`config.mk`:
```
export PLATFORM = sky130hd
export DESIGN_NAME = q2e_sqrt
export DESIGN_NICKNAME = d
export VERILOG_FILES = /design/src/design/q2e_sqrt.sv
export SDC_FILE = /design/constraint.sdc
export NUM_CORES = 2
export LEC_CHECK = 0
export ABC_AREA = 1
export BUFFER_PORTS_ARGS = -buffer_cell sky130_fd_sc_hd__buf_2
export CORE_MARGIN = 1
export CORE_UTILIZATION = 28
export CTS_BUF_LIST = sky130_fd_sc_hd__clkbuf_4 sky130_fd_sc_hd__clkbuf_8 sky130_fd_sc_hd__clkbuf_16
export DETAILED_ROUTE_END_ITERATION = 12
export SETUP_SLACK_MARGIN = 0.02
export SLEW_MARGIN = 15
export SYNTH_ARGS = -nofsm -noshare
export SYNTH_HDL_FRONTEND = slang
export SYNTH_SLANG_ARGS = --single-unit
export TNS_END_PERCENT = 20
```
`constraint.sdc`:
```
create_clock -name clk_i -period 6.4 [get_ports clk_i]
set_input_delay 0.32 -clock clk_i [delete_from_list [all_inputs] [get_ports clk_i]]
set_output_delay 0.32 -clock clk_i [all_outputs]
set_load 0.03 [all_outputs]
```
`src/design/q2e_sqrt.sv`:
```
// ----------------------------------------------------------------------------
// q2e_sqrt: pipelined restoring square root, one result bit per stage.
// Floor sqrt of a 57-bit value, 29 stages; an operand travels alongside.
// ----------------------------------------------------------------------------
`default_nettype none
module q2e_sqrt #(
  parameter int SideW = 8
) (
  input  wire logic             clk_i,
  input  wire logic             rst_ni,
  input  wire logic             valid_i,
  input  wire logic [56:0]      rad_i,
  input  wire logic [SideW-1:0] side_i,
  output logic                  valid_o,
  output logic [28:0]           root_o,
  output logic [SideW-1:0]      side_o
);

  localparam int Steps = 29;

  logic [Steps:0]   vld_q;
  logic [57:0]      rem_q  [Steps+1];
  logic [57:0]      res_q  [Steps+1];
  logic [SideW-1:0] side_q [Steps+1];

  always_comb begin
    rem_q[0] = {1'b0, rad_i};
    res_q[0] = '0;
    side_q[0] = side_i;
    vld_q[0] = valid_i;
  end

  // one digit per stage
  for (genvar k = 0; k < Steps; k++) begin : g_step
    localparam logic [57:0] Bit = 58'd1 << (56 - 2 * k);
    logic [57:0] trial;
    logic [57:0] rem_d, res_d;
    always_comb begin
      trial = res_q[k] + Bit;
      if (rem_q[k] >= trial) begin
        rem_d = rem_q[k] - trial;
        res_d = (res_q[k] >> 1) + Bit;
      end else begin
        rem_d = rem_q[k];
        res_d = res_q[k] >> 1;
      end
    end
    always_ff @(posedge clk_i or negedge rst_ni) begin
      if (!rst_ni) begin
        vld_q[k+1] <= 1'b0;
      end else begin
        vld_q[k+1] <= vld_q[k];
      end
    end
    always_ff @(posedge clk_i) begin
      rem_q[k+1] <= rem_d;
      res_q[k+1] <= res_d;
      side_q[k+1] <= side_q[k];
    end
  end

  assign valid_o = vld_q[Steps];
  assign root_o = res_q[Steps][28:0];
  assign side_o = side_q[Steps];

endmodule
`default_nettype wire

```
* After elaboration in Yosys (flattened, before gate mapping)
Cells that the tools add are included.
W data, S select, Z words.
** Word-level totals
- Output and inout bits :: 38
- Input port bits :: 68
- Flip-flop bits (word level) :: 3537
- Logic and storage cells :: 313
** Operators by class
- $add $sub $neg :: 84
- $lt $le $gt $ge :: 29
- Mux-type cells :: 57
** Operators with widths (count)
- $mux W57 :: 29
- $ge A58 B58 Y1 :: 28
- $mux W58 :: 27
- $sub A58 B58 Y58 :: 27
- $add A57 B11 Y58 const B :: 1
- $add A57 B13 Y58 const B :: 1
- $add A57 B15 Y58 const B :: 1
- $add A57 B17 Y58 const B :: 1
- $add A57 B19 Y58 const B :: 1
- $add A57 B21 Y58 const B :: 1
- $add A57 B23 Y58 const B :: 1
- $add A57 B25 Y58 const B :: 1
- $add A57 B27 Y58 const B :: 1
- $add A57 B29 Y58 const B :: 1
- $add A57 B3 Y58 const B :: 1
- $add A57 B31 Y58 const B :: 1
- $add A57 B33 Y58 const B :: 1
- $add A57 B35 Y58 const B :: 1
- $add A57 B37 Y58 const B :: 1
- $add A57 B39 Y58 const B :: 1
- $add A57 B41 Y58 const B :: 1
- $add A57 B43 Y58 const B :: 1
- $add A57 B45 Y58 const B :: 1
- $add A57 B47 Y58 const B :: 1
- other kinds (39) :: 39

* Logic depth before layout (Yosys ltp)
- Word-level depth :: 3
- Depth in mapped cells :: 17
- Mapped depth without buffers :: 16

* Worst setup path after synthesis
Ideal clock, no wire load.
- Path type :: register to register
- From :: register res_q[1321] in the netlist's numbering
- To :: register rem_q[1267] in the netlist's numbering
- Buffers on the path :: 1
- Cell stages (with the launch flop) :: 14
- Arrival :: 1903 ps
- Data required time :: 6287 ps
- Path slack :: 4384 ps
- Period minus slack after synthesis :: 2016 ps
- Library setup time :: 113 ps
- Cells stage by stage :: dfxtp_1 inv_1 ha_1 a21oi_1 nand2_1 nand2_1 nand2_1 nand3_1 nand2_1 a21oi_2 nand2_2 buf_6 nand2_1 nand2_1
** Between the ends
- Word-level cells in the longest chain between the ends :: 3
- Elaborated cells on any way between the ends :: 4
- Those cells by class :: 2 x add/sub; 1 x order compare; 1 x mux
** RTL lines
- start: declaration :: line 23 : logic [57:0] res_q [Steps+1];
- start signal: indexed assignment :: line 57 : res_q[k+1] <= res_d;
- $add A58 B43 Y58 (*) :: line 39 : trial = res_q[k] + Bit;
- $sub A58 B58 Y58 / $ge A58 B58 Y1 (equally long branches) :: line 41, 40
- $mux W58 (*) :: line 40 : if (rem_q[k] >= trial) begin
- net g_step[7].rem_d[49] :: line 37 : logic [57:0] rem_d, res_d;
- end signal: indexed assignment :: line 56 : rem_q[k+1] <= rem_d;
- end: declaration :: line 22 : logic [57:0] rem_q [Steps+1];
The timed path passes the listed nets; every way through them passes the cells marked *.
A chain may end at the register's enable or synchronous reset.

* Worst setup path in the final report
- From :: register res_q[736] in the netlist's numbering
- To :: register rem_q[663] in the netlist's numbering
** Between the ends
- Word-level cells in the longest chain between the ends :: 3
** RTL lines (line)
- $add A58 B23 Y58 :: 39
- $ge A58 B58 Y1 :: 40
- $mux W58 :: 40
- net g_step[17].rem_d[25] :: 37
The timed path passes the listed nets, and every way through them passes these cells.

==> impl_metrics.toml <==
[sta]
fin_crit_sh_pct = 57.7
skew_ns = 0.0738
rsz0062_at_grt = "no"
finalHoldViolCount = 0
fmax_mhz = 271
fin_ws_ns = 2.71
slew_headroom_pct = 28.6
worst_slew_pin_slew_ns = 1.07
fin_crit_ns = 3.69
slew_violations = 0
setup_viol = 0
tns_ns = 0

[yosys]
syn_inst = 14600
synth_area_mm2 = 0.103
synth_fa_ha_area_share_pct = 5.57
yosysWarnings = 0
synth_top_family_by_area = "simple AND/OR/NAND/NOR gates"
synth-edff-count = 0
synth.largest_area_cell = "dfxtp_1"
postSynthAreaPerCell_um2 = 7.06
synth_compound_area_share_pct = 4.77
synth_top_area_share_pct = 44.4
synthFlopType = "dfxtp_1"
synthArstFlopShare_pct = 1.25
synth_cell_types = 55
synth-simple-area-share_pct = 31.7
ys_top_cells_by_area = "dfxtp_1 (44%), nand2_1 (18%), inv_1 (8.8%)"
synth-xor-area-share_pct = 3.36
ys_ff_latch = 2320
yosysSeqAreaShare_pct = 45.1
synthMuxAreaShare_pct = 0

[clock_network]
cts_tree = "done"
clk_latency_ns = 0.95
cts_sinks = 2320
clk_pin_slew_ns = 0.06
postCtsResizedCells = 0
cts_max_level = 5
hold_buffers = 120
clk_path_buf_depth = 4
post_cts_buffers = 0
cts_buffers = 271
root_buffer = "clkbuf_16"

[power_and_ir_drop]
leakage_uw = 0.0611
power.total_uw = 52900
p_per_area_mw_per_mm2 = 439
vdd_drop_max_mv = 0.319

[routing]
remaining_drc_errors = 0
vias_per_cell = 4.49
routed_wl_um = 354000
post_drt_wl_per_cell_um = 17.6
drt_pass1_iterations = 6
drt_iter0_markers = 6181
final_antenna_net_count = 0
num_vias = 90100

[run_status]
status = "complete, no violations"

[hold_path]
min_path_type = "primary input to flip-flop"
min_path_cells = 2
hold_path_end = "side_q[230]"
min-delay-start = "side_i[6]"

[cells_and_area]
drive_gt1_share_pct = 4.39
finalCoreUtilization_pct = 32.8
nets = 15600
finalInstanceArea_mm2 = 0.120
area_growth_pct = 16.4

[critical_path]
cp_max_fo = 40
r2r_start = "res_q[736]"
r2r_end = "rem_q[663]"
r2r_slack_ns = 2.71
worstPathArrival_ns = 4.47
ff2ff_path_depth = 12
endpoint_kind = "flip-flop"
criticalPathCategory = "flip-flop to flip-flop"
crit_required_ns = 7.17
cp-start-kind = "flip-flop"

[global_route]
gr-total-overflow = 0
grt_antenna_before_repair = 5
grt_usage_pct = 18.5
grt_pass1_vias = 87800
grt_pass1_wl_um = 528000
grt_max_degree = 52

[floorplan]
core_mm2 = 0.366
fp.dieArea_mm2 = 0.371
die_h_um = 609
die_w_um = 609
initial_core_util_pct = 28.2
io_pins = 106
num_rows = 222

[placed_design]
post_dp_cell_area_mm2 = 0.109
hpwlAfterDp_um = 291000
gp_congestion = 0.984
post-place-ws_ns = 2.81
portBuffers = 105

[job]
drv_cap = 0
layout make-up:
| cell class | instances | area [µm²] |
|---|---|---|
| clock buffer | 344 | 7620 |
| antenna | 7 | 17.5 |
| timing repair buffer | 241 | 1860 |
| clock inverter | 143 | 2160 |
| inverter | 2423 | 9090 |
| multi-input combinational | 9772 | 46900 |
| tap | 4816 | 6030 |
| fill | 39300 | 246000 |
| sequential | 2320 | 46600 |
how the worst max path moves through the flow:
stage | from | endpoint | slack [ns] | cells past startpoint
floorplan | res_q[1321] | rem_q[1267] | 4.38 | 13
global placement | res_q[540] | rem_q[496] | 2.81 | 15
detailed placement | res_q[540] | rem_q[496] | 2.81 | 15
CTS | res_q[541] | rem_q[496] | 2.83 | 15
global route | res_q[736] | rem_q[664] | 2.35 | 12
finish | res_q[736] | rem_q[663] | 2.71 | 12
layout by cell type (no fill, tap or decap), types with 32 or more instances in the layout:
master         count
inv_1           2417
o21ai_0          292
nand2_1         4868
clkbuf_8          41
dfxtp_1         2291
nor3_1           139
nand3_1          807
a21oi_1          543
bufinv_16         37
buf_2            105
dlygate4sd3_1    119
nand3b_1          92
ha_1             460
nor4_1           100
xor2_1           229
xnor2_1          167
nand4_1          268
nor2_1          1595
and2_1            32
clkinv_2          36
clkbuf_16        273
kinds of logic after synthesis:
kind of cell / count (synthesis)
compound gates: 937
xor+xnor: 396
fa+ha+maj: 460
buf+inv: 2542
flops: 2320
other cells: 1
simple gates: 7977
layer usage:
metal	GRT usage [%]	share of wire [%]	vias to the layer above
li1	-	-	46000
met1	21.8	41	40900
met2	32.6	48	2479
met3	2.29	4.7	755
met4	10.0	6.0	0
met5	0	0	-
cells in the mapped netlist, drive strengths merged (2+ instances only):
cell type / number
nand4: 270
a41oi: 2
o21ai: 310
and2: 34
and3: 8
nor4: 100
ha: 460
nor2b: 4
nand2: 4873
nor3: 143
nand3b: 92
inv: 2423
a21oi: 549
nand3: 812
buf: 105
o21bai: 15
a211oi: 2
a21o: 20
or2: 13
nor3b: 14
a31oi: 2
dfxtp: 2291
clkbuf: 14
nor2: 1611
nand2b: 2
xor2: 229
o21a: 10
o211ai: 11
dfrtp: 29
xnor2: 167
a21boi: 12
flip-flops by register name, indices dropped and copies added (netlist names):
name and count:
side_o 8, root_o 29, valid_o 1, rem_q 1624, side_q 224, vld_q 28, res_q 406
power breakdown:
part	internal (µW)	leakage, µW	switching [µW]
combinational	4950	0.0367	10300
sequential	17500	0.0196	3490
clock	10100	0.00478	6640
total	32500	0.0611	20400
metrics by stage:
step	hold slack [ns]	instances
global route	0.00481	20100
finish	0.0651	20100
global placement	0.310	19500
CTS	0.0000526	20100
floorplan	0.0244	14600
detailed placement	0.312	19500
critical path, cell delays in order, from the launching register on:
cell and delay, ns:
dfxtp_1 0.50, inv_1 0.08, ha_1 0.32, inv_1 0.09
nor2_2 0.14, nand2_1 0.15, nor2_1 0.15, inv_1 0.08
nor3b_1 0.19, nor2_1 0.11, nand2_2 0.35, clkinv_1 0.93
o21ai_0 0.47
(Power assumes the default switching activity.)
