### config.mk
export PLATFORM = sky130hd
export DESIGN_NAME = q2e_cordic
export DESIGN_NICKNAME = d
export VERILOG_FILES = /design/src/design/q2e_pkg.sv /design/src/design/q2e_cordic.sv
export SDC_FILE = /design/constraint.sdc
export NUM_CORES = 2
export LEC_CHECK = 0
export BUFFER_PORTS_ARGS = -buffer_cell sky130_fd_sc_hd__buf_2
export CORE_MARGIN = 5
export CORE_UTILIZATION = 45
export DETAILED_ROUTE_END_ITERATION = 8
export PLACE_DENSITY = 0.69
export SLEW_MARGIN = 20
export SYNTH_ARGS = -nofsm -noshare
export SYNTH_HDL_FRONTEND = slang
export SYNTH_SLANG_ARGS = --single-unit
### constraint.sdc
create_clock -name clk_i -period 5.26 [get_ports clk_i]
set_input_delay 1.315 -clock clk_i [delete_from_list [all_inputs] [get_ports clk_i]]
set_output_delay 1.315 -clock clk_i [all_outputs]
set_load 0.01 [all_outputs]
### src/design/q2e_pkg.sv
// ----------------------------------------------------------------------------
// q2e_pkg: shared types, constants and tables for the quaternion to Euler
// angle converter.
// ----------------------------------------------------------------------------
`default_nettype none
package q2e_pkg;

  localparam int AngleIterationsDefault = 14;
  localparam int MaxIterations = 24;

  // Working widths: products Q.28, sums up to 2^32, CORDIC grows by ~1.65
  localparam int SumW = 36;
  localparam int CordW = 38;
  localparam int AngW = 28;

  localparam logic signed [AngW-1:0] PiQ24 = 28'sd52707179;
  localparam logic signed [15:0] PiQ13 = 16'sd25736;
  localparam logic signed [SumW-1:0] OneQ28 = 36'sd268435456;

  // Rotation order codes
  localparam logic [2:0] OrdXyz = 3'd0;
  localparam logic [2:0] OrdYxz = 3'd1;
  localparam logic [2:0] OrdZxy = 3'd2;
  localparam logic [2:0] OrdZyx = 3'd3;
  localparam logic [2:0] OrdYzx = 3'd4;
  localparam logic [2:0] OrdXzy = 3'd5;

  typedef struct packed {
    logic signed [15:0] quat_w;
    logic signed [15:0] quat_x;
    logic signed [15:0] quat_y;
    logic signed [15:0] quat_z;
  } quat_t;

  typedef struct packed {
    logic signed [15:0] angle_x;
    logic signed [15:0] angle_y;
    logic signed [15:0] angle_z;
  } euler_t;

  function automatic logic signed [AngW-1:0] atan_tab(input logic [4:0] i);
    case (i)
      5'd0: atan_tab = 28'sd13176795;
      5'd1: atan_tab = 28'sd7778716;
      5'd2: atan_tab = 28'sd4110060;
      5'd3: atan_tab = 28'sd2086331;
      5'd4: atan_tab = 28'sd1047214;
      5'd5: atan_tab = 28'sd524117;
      5'd6: atan_tab = 28'sd262123;
      5'd7: atan_tab = 28'sd131069;
      default: atan_tab = AngW'(28'sd65536 >>> (i - 5'd8));
    endcase
  endfunction

endpackage
`default_nettype wire

### src/design/q2e_cordic.sv
// ----------------------------------------------------------------------------
// q2e_cordic: pipelined vectoring CORDIC atan2, one rotation per stage up to
// MaxIterations, followed by rounding to Q3.13 with saturation.
// ----------------------------------------------------------------------------
`default_nettype none
module q2e_cordic #(
  parameter int Iterations = q2e_pkg::AngleIterationsDefault
) (
  input  wire logic                                 clk_i,
  input  wire logic                                 rst_ni,
  input  wire logic                                 valid_i,
  input  wire logic signed [q2e_pkg::SumW-1:0]      num_i,
  input  wire logic signed [q2e_pkg::SumW-1:0]      den_i,
  output logic                                      valid_o,
  output logic signed [15:0]                        angle_o
);

  localparam int CW = q2e_pkg::CordW;
  localparam int AW = q2e_pkg::AngW;

  logic [Iterations:0]  vld_q;
  logic signed [CW-1:0] x_q [Iterations+1];
  logic signed [CW-1:0] y_q [Iterations+1];
  logic signed [AW-1:0] a_q [Iterations+1];
  logic [Iterations:0]  zero_q;

  // pre-rotation by pi for a negative denominator
  logic signed [CW-1:0] x0, y0;
  logic signed [AW-1:0] a0;
  always_comb begin
    x0 = CW'(den_i);
    y0 = CW'(num_i);
    a0 = '0;
    if (den_i < 0) begin
      a0 = (num_i >= 0) ? q2e_pkg::PiQ24 : -q2e_pkg::PiQ24;
      x0 = -x0;
      y0 = -y0;
    end
  end

  always_ff @(posedge clk_i or negedge rst_ni) begin
    if (!rst_ni) begin
      vld_q[0] <= 1'b0;
    end else begin
      vld_q[0] <= valid_i;
    end
  end
  always_ff @(posedge clk_i) begin
    x_q[0] <= x0;
    y_q[0] <= y0;
    a_q[0] <= a0;
    zero_q[0] <= (den_i == 0) && (num_i == 0);
  end

  for (genvar i = 0; i < Iterations; i++) begin : g_iter
    logic signed [CW-1:0] dx, dy;
    logic signed [AW-1:0] da;
    assign dx = x_q[i] >>> i;
    assign dy = y_q[i] >>> i;
    assign da = (i < q2e_pkg::MaxIterations) ? q2e_pkg::atan_tab(5'(i)) : '0;
    always_ff @(posedge clk_i or negedge rst_ni) begin
      if (!rst_ni) begin
        vld_q[i+1] <= 1'b0;
      end else begin
        vld_q[i+1] <= vld_q[i];
      end
    end
    always_ff @(posedge clk_i) begin
      if (i >= q2e_pkg::MaxIterations) begin
        x_q[i+1] <= x_q[i];
        y_q[i+1] <= y_q[i];
        a_q[i+1] <= a_q[i];
      end else if (y_q[i] >= 0) begin
        x_q[i+1] <= x_q[i] + dy;
        y_q[i+1] <= y_q[i] - dx;
        a_q[i+1] <= a_q[i] + da;
      end else begin
        x_q[i+1] <= x_q[i] - dy;
        y_q[i+1] <= y_q[i] + dx;
        a_q[i+1] <= a_q[i] - da;
      end
      zero_q[i+1] <= zero_q[i];
    end
  end

  // round half up to Q.13 and saturate to +-pi
  logic signed [AW-1:0] rnd;
  logic signed [AW-1:0] sat;
  always_comb begin
    rnd = (a_q[Iterations] + AW'(1024)) >>> 11;
    if (rnd > AW'(q2e_pkg::PiQ13)) sat = AW'(q2e_pkg::PiQ13);
    else if (rnd < -AW'(q2e_pkg::PiQ13)) sat = -AW'(q2e_pkg::PiQ13);
    else sat = rnd;
  end

  logic signed [15:0] ang_q;
  logic               out_vld_q;
  always_ff @(posedge clk_i or negedge rst_ni) begin
    if (!rst_ni) begin
      out_vld_q <= 1'b0;
    end else begin
      out_vld_q <= vld_q[Iterations];
    end
  end
  always_ff @(posedge clk_i) begin
    ang_q <= zero_q[Iterations] ? '0 : sat[15:0];
  end

  assign valid_o = out_vld_q;
  assign angle_o = ang_q;

endmodule
`default_nettype wire

# After elaboration in Yosys (flattened, before gate mapping)
# Memory sizes are Yosys's and may differ from the RTL's.
# Cells that the tools add are included.
word_totals:
  mem_count: 3
  reg_bits: 47
  ram_bits: 1560
mem_list:
  columns: ["memory", "depth", "word_bits", "read_ports", "rd_clocked_by_memory_dff", "wr", "line", "text"]
  rows:
  - ["x_q", 15, 38, 14, 0, 15, "q2e_cordic.sv:22", "logic signed [CW-1:0] x_q [Iterations+1];"]
  - ["y_q", 15, 38, 14, 0, 15, "q2e_cordic.sv:23", "logic signed [CW-1:0] y_q [Iterations+1];"]
  - ["a_q", 15, 28, 15, 0, 15, "q2e_cordic.sv:24", "logic signed [AW-1:0] a_q [Iterations+1];"]
op_classes:
  reduce_logical: 5
  magnitude_cmp: 18
  bitwise: 42
  n_mux: 90
  addsub: 86
op_table:
  columns: ["op", "n"]
  rows:
  - ["38-bit 2-to-1 mux", 30]
  - ["38-bit by 1-bit greater-or-equal comparator with 1-bit output, second input constant", 14]
  - ["28-bit 2-to-1 mux", 16]
  - ["38-bit by 25-bit adder with 38-bit output", 2]
  - ["38-bit by 26-bit adder with 38-bit output", 2]
  - ["38-bit by 27-bit adder with 38-bit output", 2]
  - ["38-bit by 28-bit adder with 38-bit output", 2]
  - ["38-bit by 29-bit adder with 38-bit output", 2]
  - ["38-bit by 30-bit adder with 38-bit output", 2]
  - ["38-bit by 31-bit adder with 38-bit output", 2]
  - ["38-bit by 32-bit adder with 38-bit output", 2]
  - ["38-bit by 33-bit adder with 38-bit output", 2]
  - ["38-bit by 34-bit adder with 38-bit output", 2]
  - ["38-bit by 35-bit adder with 38-bit output", 2]
  - ["38-bit by 36-bit adder with 38-bit output", 2]
  - ["38-bit by 37-bit adder with 38-bit output", 2]
  - ["36-bit negation with 38-bit output", 2]
  - ["38-bit by 25-bit subtractor with 38-bit output", 2]
  - ["38-bit by 26-bit subtractor with 38-bit output", 2]
  - ["38-bit by 27-bit subtractor with 38-bit output", 2]
  - ["38-bit by 28-bit subtractor with 38-bit output", 2]
  - ["38-bit by 29-bit subtractor with 38-bit output", 2]
  - ["38-bit by 30-bit subtractor with 38-bit output", 2]
  - ["38-bit by 31-bit subtractor with 38-bit output", 2]
  - ["other kinds (47)", 139]

# Depth between registers and ports, before layout
# An unclocked memory read counts as a cell.
depth:
  word_depth: 5
  ltp_mapped: 23

# Worst setup path after synthesis
# No wires, ideal clock.
synth_path:
  path_kind: "reg-to-reg"
  startpoint: "memory y_q[0][42] (netlist name)"
  endpoint: "memory x_q[0][113] (netlist name)"
  arrival_time_ns: 5.175
  required_ns: 5.188
  path_buffers: 0
  path_stages_with_launch: 21
  setup_time_ns: 0.072
  synth_period_minus_slack_ns: 5.247
  path_slack_ns: 0.013
  path_cell_list: "dfxtp_1 nor4_1 nand2_1 or4_1 nand2b_1 or4_1 or4_1 o31ai_1 xnor2_1 ha_1 a211o_1 a21oi_1 o21ai_0 a221oi_1 o21ai_0 a21o_1 a21o_1 and2_1 a211o_1 a221oi_1 xnor2_1"
synth_lines:
  columns: ["item", "line"]
  rows:
  - ["start: declaration", "q2e_cordic.sv:23"]
  - ["end: declaration", "q2e_cordic.sv:22"]

==> impl_metrics.tcl <==
set metrics [dict create \
    synth-main-ff-cell "dfxtp_1" \
    grt_pass1_vias 83213 \
    grt_use_total_pct 21.6 \
    core.rowCount 173 \
    synthAdderAreaFrac_pct 16.4 \
    port_buffers 91 \
    die-area_sq_mm 0.232 \
    cts.sinks 1348 \
    finalMaxSlewViolations 0 \
    clk_latency_ns 0.82 \
    crit_type "flip-flop to flip-flop" \
    synthToLayoutAreaGrowth_pct 14.3 \
    ys_ff_latch 1348 \
    max-cap-violations 0 \
    endpoint "y_q[0][188]" \
    drive_gt1_share_pct 9.73 \
    place_hpwl_um 210000 \
    relSlewSlack_pct 28.0 \
    hold_path_class "flip-flop to flip-flop" \
    fin_ws_ns -0.0284 \
    multiInputGateArea_sq_mm 0.0718 \
    crit_arrival_ns 5.94 \
    violations "setup timing" \
    route.detailed.drc 0 \
    met3_usage_pct 2.62 \
    synth_top_family_by_area "compound AO/OA/AOI/OAI gates" \
    critPathMostFrequentCell "or4_4" \
    fin_crit_ns 5.29 \
    final_cell_mix "dfxtp_1, ha_1, xnor2_1" \
    clock_path_buffers 3 \
    worst_pin_slew_ns 1.07 \
    r2r-start "x_q[0][122]" \
    dr.pass1.iters 6 \
    status "finished, violations left" \
    ys_types 90 \
    num-nets-final 13787 \
    setup-tns-final_ns -0.0284 \
    cts_hold_buffers 0 \
    async_flop_share_pct 1.19 \
    rsz0062_at_grt "true" \
    wl_per_cell_um 16.6 \
    numCtsBuffers 156 \
    num_vias 84661 \
    critPathLaunchType "flip-flop" \
    syn_area_per_cell_sq_um 8.47 \
    grt_pass1_wl_um 416000 \
    cts.clk_slew.worst_paths_ns 0.06 \
    grt_use_met2_pct 41.3 \
    grt-ovfl-total 0 \
    top_usage_layer "met2" \
    crit_path_max_fanout 5 \
    clock.fmax_mhz 189 \
    finalHoldViolCount 0 \
    die_y_um 482 \
    synth_xor_area_share_pct 15.5 \
    startpoint "x_q[0][122]" \
    cp_slowest_cell "or4_4" \
    ys_warn_count 0 \
    synth-simple-area-share_pct 15.0 \
    setup_viol 1 \
    ctsHtreeMaxLevel 4 \
    syn_area_sq_mm 0.100 \
    drt_iter0_markers 4033 \
    initial_utilization_pct 45.2 \
    core_sq_mm 0.222 \
    cts_tree "yes" \
    ys_seq_area_share_pct 27.0 \
    synthMuxAreaShare_pct 0.172 \
    netlist_instances 11833 \
    crit_chain "or4_4 > or3_4 > or4_4 > inv_2 > nand2_2 > or4_4 > or3_4 > or3_4 > or4_4 > o31a_4 > a21oi_4 > xor2_1 > ha_2 > a21o_1 > a21o_1 > a21oi_1 > o31ai_1 > xor2_1" \
    antenna_found_initial 27 \
    synth-edff-count 0 \
    antenna_left 0 \
    seq_area_sq_mm 0.0271 \
    reg2reg_slack_ns -0.03 \
    wl_um 258000 \
    final_common_cell "dfxtp_1" \
    crit_path_end_kind "flip-flop" \
    place_ws_ns -0.509 \
    fin_crit_sh_pct 101 \
    gp_congestion 1.00 \
    root_buffer "clkbuf_16" \
    io_pins 92 \
    grt_max_degree 85 \
    rr_worst_depth 18 \
    viasPerCell 5.45 \
    max_stage_delay_ns 0.53 \
    synth_compound_area_share_pct 22.9 \
    cp_data_required_time_ns 5.91 \
    reg2reg_to "y_q[0][188]" \
    clock_skew_ns 0.0452 \
    fillers 20944 \
    use_met1_pct 22.0 \
    die_w_um 482 \
]
-- layer usage --
metal | up-vias | share of wire, %
met5 | - | 0
met4 | 0 | 7.4
met3 | 803 | 2.8
met2 | 1589 | 52
met1 | 38471 | 38
li1 | 43798 | -
-- cells in the mapped netlist, drive strengths merged, types with 56 or more instances --
master	number	area, sq um
a211oi	79	593
a21o	522	3920
a21oi	1019	5100
a31oi	94	588
and3	84	526
clkbuf	190	723
dfxtp	1332	26700
ha	1252	15700
inv	559	2100
nand2	674	2530
nand2b	226	1410
nand3	188	941
nand4	88	551
nor2	803	3020
nor2b	189	1180
nor3	214	1070
nor4	63	394
o21a	174	1310
o21ai	769	3850
o21bai	182	1370
o31ai	245	1840
o41ai	118	1030
or2	56	350
or3	138	870
or4	152	1160
xnor2	1150	10100
xor2	629	5510
-- worst min-delay path by stage --
| stage | start | end | slack [ns] | cells after the start |
|---|---|---|---|---|
| 2_1_floorplan | a_q[9][10] | a_q[10][10] | 0.31 | 0 |
| 3_3_place_gp | zero_q[0] | zero_q[1] | 0.31 | 0 |
| 3_5_place_dp | a_q[9][11] | a_q[10][11] | 0.31 | 0 |
| 4_1_cts | a_q[2][0] | a_q[3][0] | 0.30 | 0 |
| 5_1_grt | zero_q[5] | zero_q[6] | 0.31 | 0 |
| 6_report | zero_q[5] | zero_q[6] | 0.31 | 0 |
-- per-stage QoR --
step,hold slack (ns),instances,instance area [sq um],utilization (%)
final,0.308,15544,115000,51.6
after detailed placement,0.312,15214,107000,48.4
after floorplan,0.310,11889,100000,-
after global placement,0.312,15214,107000,48.4
after global routing,0.312,15544,115000,51.6
after CTS,0.304,15503,113000,51.0
-- critical path, delay by kind of cell, from the launching register on --
family / cells / cell delay, ns
AND/OR/NAND/NOR: 8 / 3.01
AO/OA/AOI/OAI: 6 / 1.08
flip-flops: 1 / 0.32
adder cells (fa/ha/maj): 1 / 0.32
XOR/XNOR: 2 / 0.31
buffers and inverters: 1 / 0.07
-- logic make-up (layout without fill, tap and decap cells) --
family	Yosys count	in the layout
AO/OA/AOI/OAI	3596	3596
AND/OR/NAND/NOR	3009	3009
XOR/XNOR	1779	1779
flip-flops	1348	1348
adder cells (fa/ha/maj)	1290	1290
buffers and inverters	793	1454
multiplexers	17	17
other	1	76
-- final cells by class --
| type | count | share of cell area [%] |
|---|---|---|
| Clock buffer | 210 | 3.86 |
| Inverter | 567 | 1.86 |
| Antenna cell | 19 | 0.0415 |
| Timing Repair Buffer | 602 | 3.80 |
| Clock inverter | 75 | 0.907 |
| Sequential cell | 1348 | 23.6 |
| Multi-Input combinational cell | 9748 | 62.6 |
| Tap cell | 2975 | 3.25 |
-- registers in the layout (all words and copies together), names as in the netlist --
signal and cells:
a_q 325, x_q 482, valid_o 1, zero_q 15
y_q 494, angle_o 16, vld_q 15
-- repair_timing --
item                       4_1_cts  5_1_grt
setup buffers                    4       23
resized for setup               51      271
setup endpoints to repair       29       96
pin swaps                       10       73
Power is not shown: default switching activity piles up to over one toggle a cycle in this logic, so the estimate is an artifact.
